File: src/rtl/lcmt_ram.sv
// Generic single-port-write, single-port-read RAM with a registered read.
// Depends on nothing.
module lcmt_ram #(
	parameter int WIDTH = 8,
	parameter int DEPTH = 16
) (
	input  logic                     clk,
	input  logic                     we,
	input  logic [$clog2(DEPTH)-1:0] waddr,
	input  logic [WIDTH-1:0]         wdata,
	input  logic [$clog2(DEPTH)-1:0] raddr,
	output logic [WIDTH-1:0]         rdata
);

	logic [WIDTH-1:0] mem_q [DEPTH];

	always_ff @(posedge clk) begin
		if (we) begin
			mem_q[waddr] <= wdata;
		end
		rdata <= mem_q[raddr];
	end

endmodule

File: config.mk
export PLATFORM = sky130hd
export DESIGN_NAME = lcmt_ram
export DESIGN_NICKNAME = d
export VERILOG_FILES = /design/src/rtl/lcmt_ram.sv
export SDC_FILE = /design/constraint.sdc
export NUM_CORES = 1
export LEC_CHECK = 0
export BUFFER_PORTS_ARGS = -buffer_cell sky130_fd_sc_hd__buf_2
export CORE_MARGIN = 1.5
export CORE_UTILIZATION = 60
export CTS_BUF_LIST = sky130_fd_sc_hd__clkbuf_16
export DETAILED_ROUTE_END_ITERATION = 8
export PLACE_DENSITY = 0.78
export REMOVE_ABC_BUFFERS = 1
export SLEW_MARGIN = 20
export SYNTH_ARGS = -nofsm -noshare
export SYNTH_HDL_FRONTEND = slang
export SYNTH_SLANG_ARGS = --single-unit
File: constraint.sdc
create_clock -name clk -period 4.85 [get_ports clk]
set_input_delay 0.97 -clock clk [delete_from_list [all_inputs] [get_ports clk]]
set_output_delay 0.97 -clock clk [all_outputs]
set_load 0.05 [all_outputs]
Yosys cells after proc, flatten, opt, wreduce, memory -nomap -nowiden
Memory sizes are Yosys's and may differ from the RTL's. A register that Yosys moved wholly into a read port is not among the register bits.
Index checks and enable logic that the tools add are counted.
Word-level totals
  logic and storage cells: 3
  register bits after elaboration: 0
  bits in writable memories: 128
  memories: 1
  output and inout bits: 8
Operators by class
  mux-type cells: 2
Memories
  mem_q: words 16, bits a word 8, rd ports 1, clocked after Yosys merged registers in 1, write ports 1, line 15  | logic [WIDTH-1:0] mem_q [DEPTH];
Operators by type and width (number)
  $mux 1: 2

Depth between registers and ports, before layout
Gate-level depths: netlist of run 1.
  word-level depth: 2
  gate-level depth with buffers: 5
  gate-level depth less buffers: 3

Worst setup path after synthesis of run 1
Ideal clock, no wire load.
  path type: input to register
  from: input port waddr[2]
  to: memory mem_q[0][0], enable pin
  setup time: 0.383 ns
  arrival: 2.080 ns
  setup slack: 2.387 ns
  buffers on the path: 0
  stages: 2
  cell sequence: or3b_2 nor3_1
RTL lines
  from (decl): line 9  | input logic [$clog2(DEPTH)-1:0] waddr,
  to (decl): line 15
Straight into the memory's write port.

==> qor.csv, run 1 <==
metric,value,unit
chip width,95.63,µm
num ports,26,
Mapped Cells,229,
"commonest non-fill, non-tap cell in the layout",edfxtp_1,
"Hold Vio Cnt, Final",0,
GPL Wtd Cong,0.7575,
grt total ovfl,0,
initial antenna violation count,0,
TritonCTS buffer count,17,
reg2reg end,rdata[4]$_DFF_P_,
clk slew on worst S/H paths,0.06,ns
Hold WC Path Type,reg2reg,
Psw,567.7,µW
CP Class,in2reg,
wire per inst,26.21,µm
top-area cell type share of the netlist area,0.7467,
number of synthesized register bits,136,
vias in the first global route,2521,
hold depth,3,
"Seq/Total Area, Yosys",0.7778,
IO buf count,25,
ANT cells,0,
Setup crit start kind,input port,
vias per cell,6.397,
Pwr Total,2.783,mW
Sequential Power Share,0.476,
Synth area leader,edfxtp_1,
Netlist cell types,19,
Residual DRC,0,
Post-CTS Resized,0,
period utilisation layout,0.5343,
unrepaired setup endpoints after global routing,false,
"Setup violations, final",0,
Achievable Freq,385.9,MHz
fin crit period,2.591,ns
core outline area,0.008258,mm²
# clock sinks,136,
final layout net count,283,
Fin Setup TNS,0,ns
Clock Power Share,0.473,
post-CTS setup buffer count,0,
max-slew violations,0,
Final Non-Filler Cells,383,
Vias,2450,
final WL,10040,µm
"commonest non-fill, non-tap cells in the layout","128 x edfxtp_1, 25 x buf_2, 18 x mux4_2",
Worst-Skew Late Latency,0.41,ns
switching share of power,0.2040,
GRT met3 Usage,0.05183,
largest net degree at the start of global routing,33,
reg-to-reg setup timing slack,3.40,ns
critical path peak fanout,32,
met1 Use GR,0.3484,
GR peak layer,met2,
area growth from synthesis to layout,15.70,%
Synth Cell Area,0.005147,mm²
area of the die,0.009144,mm²
Internal,2.216,mW
CTS Hold Bufs,0,
Leakage,2.015,nW
H-Tree Depth,4,
crit end category,flip-flop,
CTS tree,yes,
drt first pass iters,5,
met2 GRT Util,0.3879,
worst slew pin tran,1.045,ns
starting density of the core,0.6233,
Power Dens Cells,467.3,mW/mm²
Combinational Power Share,0.051,
R2R depth,3,
share of cells above drive strength 1,0.2734,
first-pass GRT wire length,15130,µm
CTS Root Buffer Type,clkbuf_16,
# rows,33,
Synth Warn #,0,
status,completed,
clock buffer depth,2,
Final Skew,0.004529,ns
Worst Path Arrival,2.86,ns
average size of a mapped cell,22.48,µm²
peak supply drop,0.2714,mV
Final HPWL DP,5762,µm
"antenna viol nets, final",0,
initial DRC count,348,
die height,95.63,µm
dpl cells,351,
worst hold path startpoint,mem_q[12][2]$_DFFE_PP_,
RR Startpoint,mem_q[10][4]$_DFFE_PP_,
end of the worst hold path,rdata[2]$_DFF_P_,
WP data required,5.12,ns
max_cap viols,0,
largest cells by area after synthesis,"edfxtp_1 75%, mux4_2 7.9%, mux4_1 7.1%",
Slew headroom,0.3035,
global-route usage over all layers,0.2496,
worst max-delay path: stages:
cell     delay, ns
buf_2         0.77
mux4_1        0.66
a22oi_1       0.33
nand2_1       0.11
cells by family (layout without fill, tap and decap cells):
family	count (synthesis)	after routing	synth area share
and+or+nand+nor	35	35	0.03184
buffers and inverters	10	59	0.01677
muxes	32	32	0.1502
DFF	136	136	0.7778
AOI/OAI and AO/OA	16	16	0.02334
how the worst max path moves through the flow:
stage                                  endpoint  startpoint  slack (ns)
final                          rdata[4]$_DFF_P_    raddr[0]        2.26
after global routing           rdata[4]$_DFF_P_    raddr[0]        2.16
after CTS                      rdata[4]$_DFF_P_    raddr[0]        2.23
after detailed placement       rdata[2]$_DFF_P_    raddr[0]        1.88
after global placement         rdata[4]$_DFF_P_    raddr[0]        1.86
after floorplan           mem_q[0][0]$_DFFE_PP_    waddr[2]        2.39
power by group through the flow:
stage	Combinational (mW)	Sequential, mW	Clock, mW
2_1_floorplan	0.0527	1.37	0
3_3_place_gp	0.136	1.35	0
3_5_place_dp	0.140	1.35	0
4_1_cts	0.142	1.32	1.33
5_1_grt	0.151	1.33	1.38
6_report	0.142	1.32	1.32
cell type report:
class,instances,area (µm²)
clock inverter,15,187.7
clock buffer,17,425.4
sequential,136,4004
fill,478,2302
multi-input combinational,83,1067
tap,105,131.4
timing repair buffer,27,140.1
through the flow:
step                      utilization  hold WS, ns  setup slack, ns  area [µm²]
after floorplan                     -       0.6293            2.387        5061
after global placement         0.6464       0.6509            1.863        5338
after detailed placement       0.6470       0.6670            1.876        5343
after CTS                      0.7212       0.6803            2.227        5956
after global routing           0.7212       0.7164            2.158        5956
final                          0.7212       0.6777            2.259        5956
synth_stat cells (all sizes together):
master         count
buf                7
mux4              32
edfxtp           128
and2               1
and2b              1
nand3              1
nand2              9
nor2              13
nor3               4
nand2b             2
a22oi             16
nor2b              1
nand3b             2
dfxtp              8
clkdlybuf4s25      3
or3b               1
layer usage:
layer / wire (µm) / vias up / part of all wire
li1: - / 1046 / -
met1: 4047 / 1238 / 0.40
met2: 4963 / 143 / 0.49
met3: 818 / 23 / 0.081
met4: 209 / 0 / 0.021
met5: 0 / - / 0
state kept, by name, summed over array words and instances, names as in the netlist:
signal  count
rdata       8
mem_q     128
(Power assumes the default switching activity.)
==> inputs of run 2 (changes only) <==
Clock period 4.85 ns to 2.45 ns, I/O delays scaled along.
==> qor.csv, run 2 (synthesized netlist as in run 1, its figures left out) <==
metric,value,unit,change
area of the die,0.009144,mm²,unchanged
# clock sinks,136,,unchanged
Worst path max stage delay,0.60,ns,-0.17 ns
largest net degree at the start of global routing,33,,unchanged
share of cells above drive strength 1,0.3119,,+0.03848
GPL Wtd Cong,0.7795,,+2.9%
core outline area,0.008258,mm²,unchanged
max_cap viols,0,,unchanged
Finished Cell Area,0.006042,mm²,+1.4%
first-pass GRT wire length,15320,µm,+1.2%
Final Skew,0.006371,ns,+0.001842 ns
"antenna viol nets, final",0,,unchanged
Fin Setup TNS,0,ns,unchanged
reg-to-reg setup timing slack,0.97,ns,-2.43 ns
CP bufs+invs,2,,+1
starting density of the core,0.6233,,unchanged
die height,95.63,µm,unchanged
fin crit period,1.635,ns,
Post-CTS Resized,0,,unchanged
crit end category,flip-flop,,
area growth from synthesis to layout,17.38,%,
final layout net count,300,,+6.0%
Achievable Freq,611.7,MHz,
# rows,33,,unchanged
ANT cells,0,,unchanged
CTS Root Buffer Type,clkbuf_16,,
Crit-path slowest cell,mux4_1,,
initial DRC count,245,,-30%
global-route usage over all layers,0.2552,,+0.005552
initial antenna violation count,0,,unchanged
worst slew pin tran,0.7256,ns,-0.3192 ns
CP Cell Sequence,buf_2 -> buf_12 -> mux4_1 -> a22oi_1 -> nand2_1,,
period utilisation layout,0.6673,,
Residual DRC,0,,unchanged
clk slew on worst S/H paths,0.06,ns,about the same
final WL,10140,µm,+1.0%
Worst Slack Setup Final,0.8152,ns,-1.444 ns
pre-CTS setup slack,0.4137,ns,-1.462 ns
Final HPWL DP,5973,µm,+3.7%
Setup crit start kind,input port,,
wire per inst,25.36,µm,-3.2%
Vias,2511,,+2.5%
"commonest non-fill, non-tap cells in the layout","128 x edfxtp_1, 25 x buf_2, 18 x mux4_2",,
H-Tree Depth,4,,unchanged
"Hold Vio Cnt, Final",0,,unchanged
post-CTS setup buffer count,0,,unchanged
footprint of the multi-input gates,0.001057,mm²,-0.94%
unrepaired setup endpoints after global routing,false,,
status,completed,,
drt first pass iters,6,,+1
vias per cell,6.278,,-1.9%
Power Dens Cells,868.1,mW/mm²,+86%
grt total ovfl,0,,unchanged
"CP delay by family, top",multiplexers,,
"Setup violations, final",0,,unchanged
sequential cell area,0.004004,mm²,unchanged
CTS Hold Bufs,0,,unchanged
Leakage,2.074,nW,+2.9%
biggest regs,"mem_q: 128 flops, rdata: 8 flops",,
Slew headroom,0.5152,,+0.2118
CTS tree,yes,,
post-place instance area,0.005485,mm²,+2.7%
chip width,95.63,µm,unchanged
Worst-Skew Late Latency,0.41,ns,about the same
peak supply drop,0.6942,mV,+160%
CP Class,in2reg,,
Hold WC Path Type,in2reg,,
TritonCTS buffer count,17,,unchanged
"commonest non-fill, non-tap cell in the layout",edfxtp_1,,
Largest register FFs,128,,unchanged
clock buffer depth,2,,unchanged
num ports,26,,unchanged
IO buf count,25,,unchanged
max-slew violations,0,,unchanged
vias in the first global route,2553,,+1.3%
Worst Path Arrival,1.91,ns,-0.95 ns
WP data required,2.73,ns,-2.39 ns
"Most flops, register",mem_q,,
critical path peak fanout,32,,unchanged
Fill cells,454,,-5.0%
==> run 2: routing by layer <==
metal | global-route usage | wire [µm] | vias up
li1 | - | - | 1085
met4 | 0.1127 | 200 | 0
met1 | 0.3505 | 4019 | 1277
met3 | 0.07815 | 980 | 18
met5 | 0 | 0 | -
met2 | 0.3820 | 4943 | 131
==> run 2: final cells by class <==
cell class	count	share of cell area
Timing Repair Buffer	44	0.04846
Sequential cell	136	0.6627
Clock inverter	15	0.02174
Clock buffer	17	0.07041
Tap cell	105	0.02174
Multi-Input combinational cell	83	0.1750
==> run 2: path summary, 6_finish.rpt <==
path / startpoint / end / cells past startpoint
min reg2reg: mem_q[14][6]$_DFFE_PP_ / rdata[6]$_DFF_P_ / 3
max reg2reg: mem_q[8][4]$_DFFE_PP_ / rdata[4]$_DFF_P_ / 3
max: raddr[0] / rdata[4]$_DFF_P_ / 5
min: wdata[3] / mem_q[4][3]$_DFFE_PP_ / 1
==> run 2: worst register-to-register path: stages, from the launching register on <==
cell and delay, ns:
edfxtp_1 0.37, mux4_1 0.51, a22oi_1 0.35, nand2_1 0.11
==> run 2: power breakdown <==
part	switching, mW	internal [mW]	total (mW)	leakage, nW
combinational	0.187	0.105	0.292	0.581
sequential	0.0204	2.60	2.62	1.22
clock	0.937	1.39	2.33	0.270
total	1.14	4.10	5.25	2.07
==> run 2: metrics by stage <==
stage / hold WS (ns) / power (mW) / utilization / instances
detailed placement: 0.6628 / 2.960 / 0.6642 / 368
global placement: 0.6533 / 2.950 / 0.6642 / 368
CTS: 0.4476 / 5.279 / 0.7317 / 400
finish: 0.4561 / 5.245 / 0.7317 / 400
global route: 0.4501 / 5.408 / 0.7317 / 400
floorplan: 0.5889 / 2.820 / - / 219
==> inputs of run 3 (changes only) <==
Settings changed: CORE_UTILIZATION 60 to 54, PLACE_DENSITY 0.78 to 0.74.
Clock period 2.45 ns to 1.4 ns, I/O delays scaled along.
==> qor.csv, run 3 (synthesized netlist as in run 1, its figures left out) <==
metric,value,unit,change
clock buffer depth,2,,unchanged
period utilisation layout,0.9663,,
initial DRC count,181,,-26%
Internal,7.165,mW,+75%
H-Tree Depth,4,,unchanged
Worst Slack Setup Final,0.04712,ns,-0.7680 ns
WHS,0.2485,ns,-0.2076 ns
Combinational Power Share,0.059,,+0.003
status,completed,,
met1 Use GR,0.3023,,-0.04817
dpl cells,400,,+8.7%
grt total ovfl,0,,unchanged
peak supply drop,0.9923,mV,+43%
crit end category,flip-flop,,
Pwr Total,9.114,mW,+74%
end of the worst hold path,mem_q[12][2]$_DFFE_PP_,,
fin crit period,1.353,ns,
Final Non-Filler Cells,432,,+8.0%
Fill cells,581,,+28%
clk slew on worst S/H paths,0.06,ns,about the same
"Setup violations, final",0,,unchanged
num ports,26,,unchanged
die height,100.6,µm,+5.2%
R2R depth,3,,unchanged
"commonest non-fill, non-tap cells in the layout","128 x edfxtp_1, 25 x buf_2, 23 x buf_4",,
Power Dens Cells,1483,mW/mm²,+71%
Achievable Freq,739.2,MHz,
Worst-Skew Late Latency,0.41,ns,about the same
# clock sinks,136,,unchanged
max-slew violations,0,,unchanged
max_cap viols,0,,unchanged
Sequential Power Share,0.503,,+0.003
core outline area,0.009240,mm²,+12%
first-pass GRT wire length,15440,µm,+0.81%
Setup crit start kind,flip-flop,,
starting density of the core,0.5571,,-0.06626
switching share of power,0.2138,,-0.004429
Vias,2451,,-2.4%
area of the die,0.01013,mm²,+11%
GPL Wtd Cong,0.7070,,-9.3%
area growth from synthesis to layout,19.42,%,
reg-to-reg setup timing slack,0.05,ns,-0.92 ns
drt first pass iters,4,,-2
pre-CTS setup slack,-0.2982,ns,-0.7120 ns
Clock Power Share,0.438,,-0.006
CP Cell Sequence,mux4_1 -> a22oi_1 -> nand2_1,,
CTS tree,yes,,
GR peak layer,met2,,
"commonest non-fill, non-tap cell in the layout",edfxtp_1,,
post-CTS setup buffer count,0,,unchanged
reg2reg end,rdata[3]$_DFF_P_,,
RR Startpoint,mem_q[9][3]$_DFFE_PP_,,
chip width,100.6,µm,+5.2%
hold depth,1,,unchanged
final layout net count,308,,+2.7%
post-place instance area,0.005600,mm²,+2.1%
met2 GRT Util,0.3477,,-0.03433
vias in the first global route,2602,,+1.9%
"Hold Vio Cnt, Final",0,,unchanged
wire per inst,22.55,µm,-11%
# rows,35,,+6.1%
Largest register FFs,128,,unchanged
Psw,1.948,mW,+70%
Slew headroom,0.4590,,-0.05627
Hold WC Path Type,in2reg,,
biggest regs,"mem_q: 128 flops, rdata: 8 flops",,
Worst path max stage delay,0.53,ns,-0.07 ns
CP Class,reg2reg,,
WP data required,1.68,ns,-1.05 ns
"antenna viol nets, final",0,,unchanged
Leakage,2.113,nW,+1.9%
worst slew pin tran,0.8099,ns,+0.08423 ns
GRT met3 Usage,0.06727,,-0.01088
Final HPWL DP,5966,µm,-0.12%
Worst Path Arrival,1.63,ns,-0.28 ns
CTS Hold Bufs,0,,unchanged
CTS Root Buffer Type,clkbuf_16,,
"Most flops, register",mem_q,,
share of cells above drive strength 1,0.3444,,+0.03251
Crit-path slowest cell,mux4_1,,
"Core Util, Final",0.6653,,-0.06640
largest net degree at the start of global routing,20,,-39%
critical path peak fanout,1,,-97%
final WL,9743,µm,-3.9%
TritonCTS buffer count,17,,unchanged
IO buf count,25,,unchanged
global-route usage over all layers,0.2213,,-0.03385
vias per cell,5.674,,-9.6%
Final Skew,0.01349,ns,+0.007116 ns
Fin Setup TNS,0,ns,unchanged
Finished Cell Area,0.006147,mm²,+1.7%
initial antenna violation count,1,,+1
unrepaired setup endpoints after global routing,false,,
worst hold path startpoint,wdata[2],,
Residual DRC,0,,unchanged
run 3: layout make-up:
cell class / instances / area, µm² / area share
timing repair buffer: 52 / 377.9 / 0.06147
clock buffer: 17 / 425.4 / 0.06920
sequential: 136 / 4004 / 0.6513
multi-input combinational: 83 / 1064 / 0.1730
antenna: 1 / 2.502 / 0.0004071
clock inverter: 14 / 112.6 / 0.01832
tap: 129 / 161.4 / 0.02626
run 3: how the worst max path moves through the flow:
stage / startpoint / end / slack, ns
global route: mem_q[10][3]$_DFFE_PP_ / rdata[3]$_DFF_P_ / 0.003
detailed placement: raddr[0] / rdata[3]$_DFF_P_ / -0.30
floorplan: waddr[2] / mem_q[0][0]$_DFFE_PP_ / -0.37
global placement: raddr[0] / rdata[5]$_DFF_P_ / -0.27
CTS: mem_q[9][1]$_DFFE_PP_ / rdata[1]$_DFF_P_ / 0.02
finish: mem_q[9][3]$_DFFE_PP_ / rdata[3]$_DFF_P_ / 0.05
run 3: repair_timing:
| action | in CTS | in global routing |
|---|---|---|
| gates resized for setup | 1 | 2 |
| setup endpoints to repair | 1 | 1 |
| hold endpoints to repair | 0 | 0 |
run 3: metal layers:
layer,wire length [µm],share of wire
met4,45,0.0046
met5,0,0
met1,4039,0.41
met2,4827,0.50
met3,830,0.085
run 3: power by group through the flow:
stage               combinational, mW  clock, mW  sequential (mW)
floorplan                       0.182          0             4.75
global placement                0.521          0             4.66
detailed placement              0.531          0             4.67
CTS                             0.540       4.05             4.58
global route                    0.576       4.24             4.59
finish                          0.535       4.00             4.58
run 3: worst max-delay path: cells and delay by family (launching register included):
kind             cells  cell delay, ns
AND/OR/NAND/NOR      1            0.07
flip-flops           1            0.35
multiplexers         1            0.53
AO/OA/AOI/OAI        1            0.27
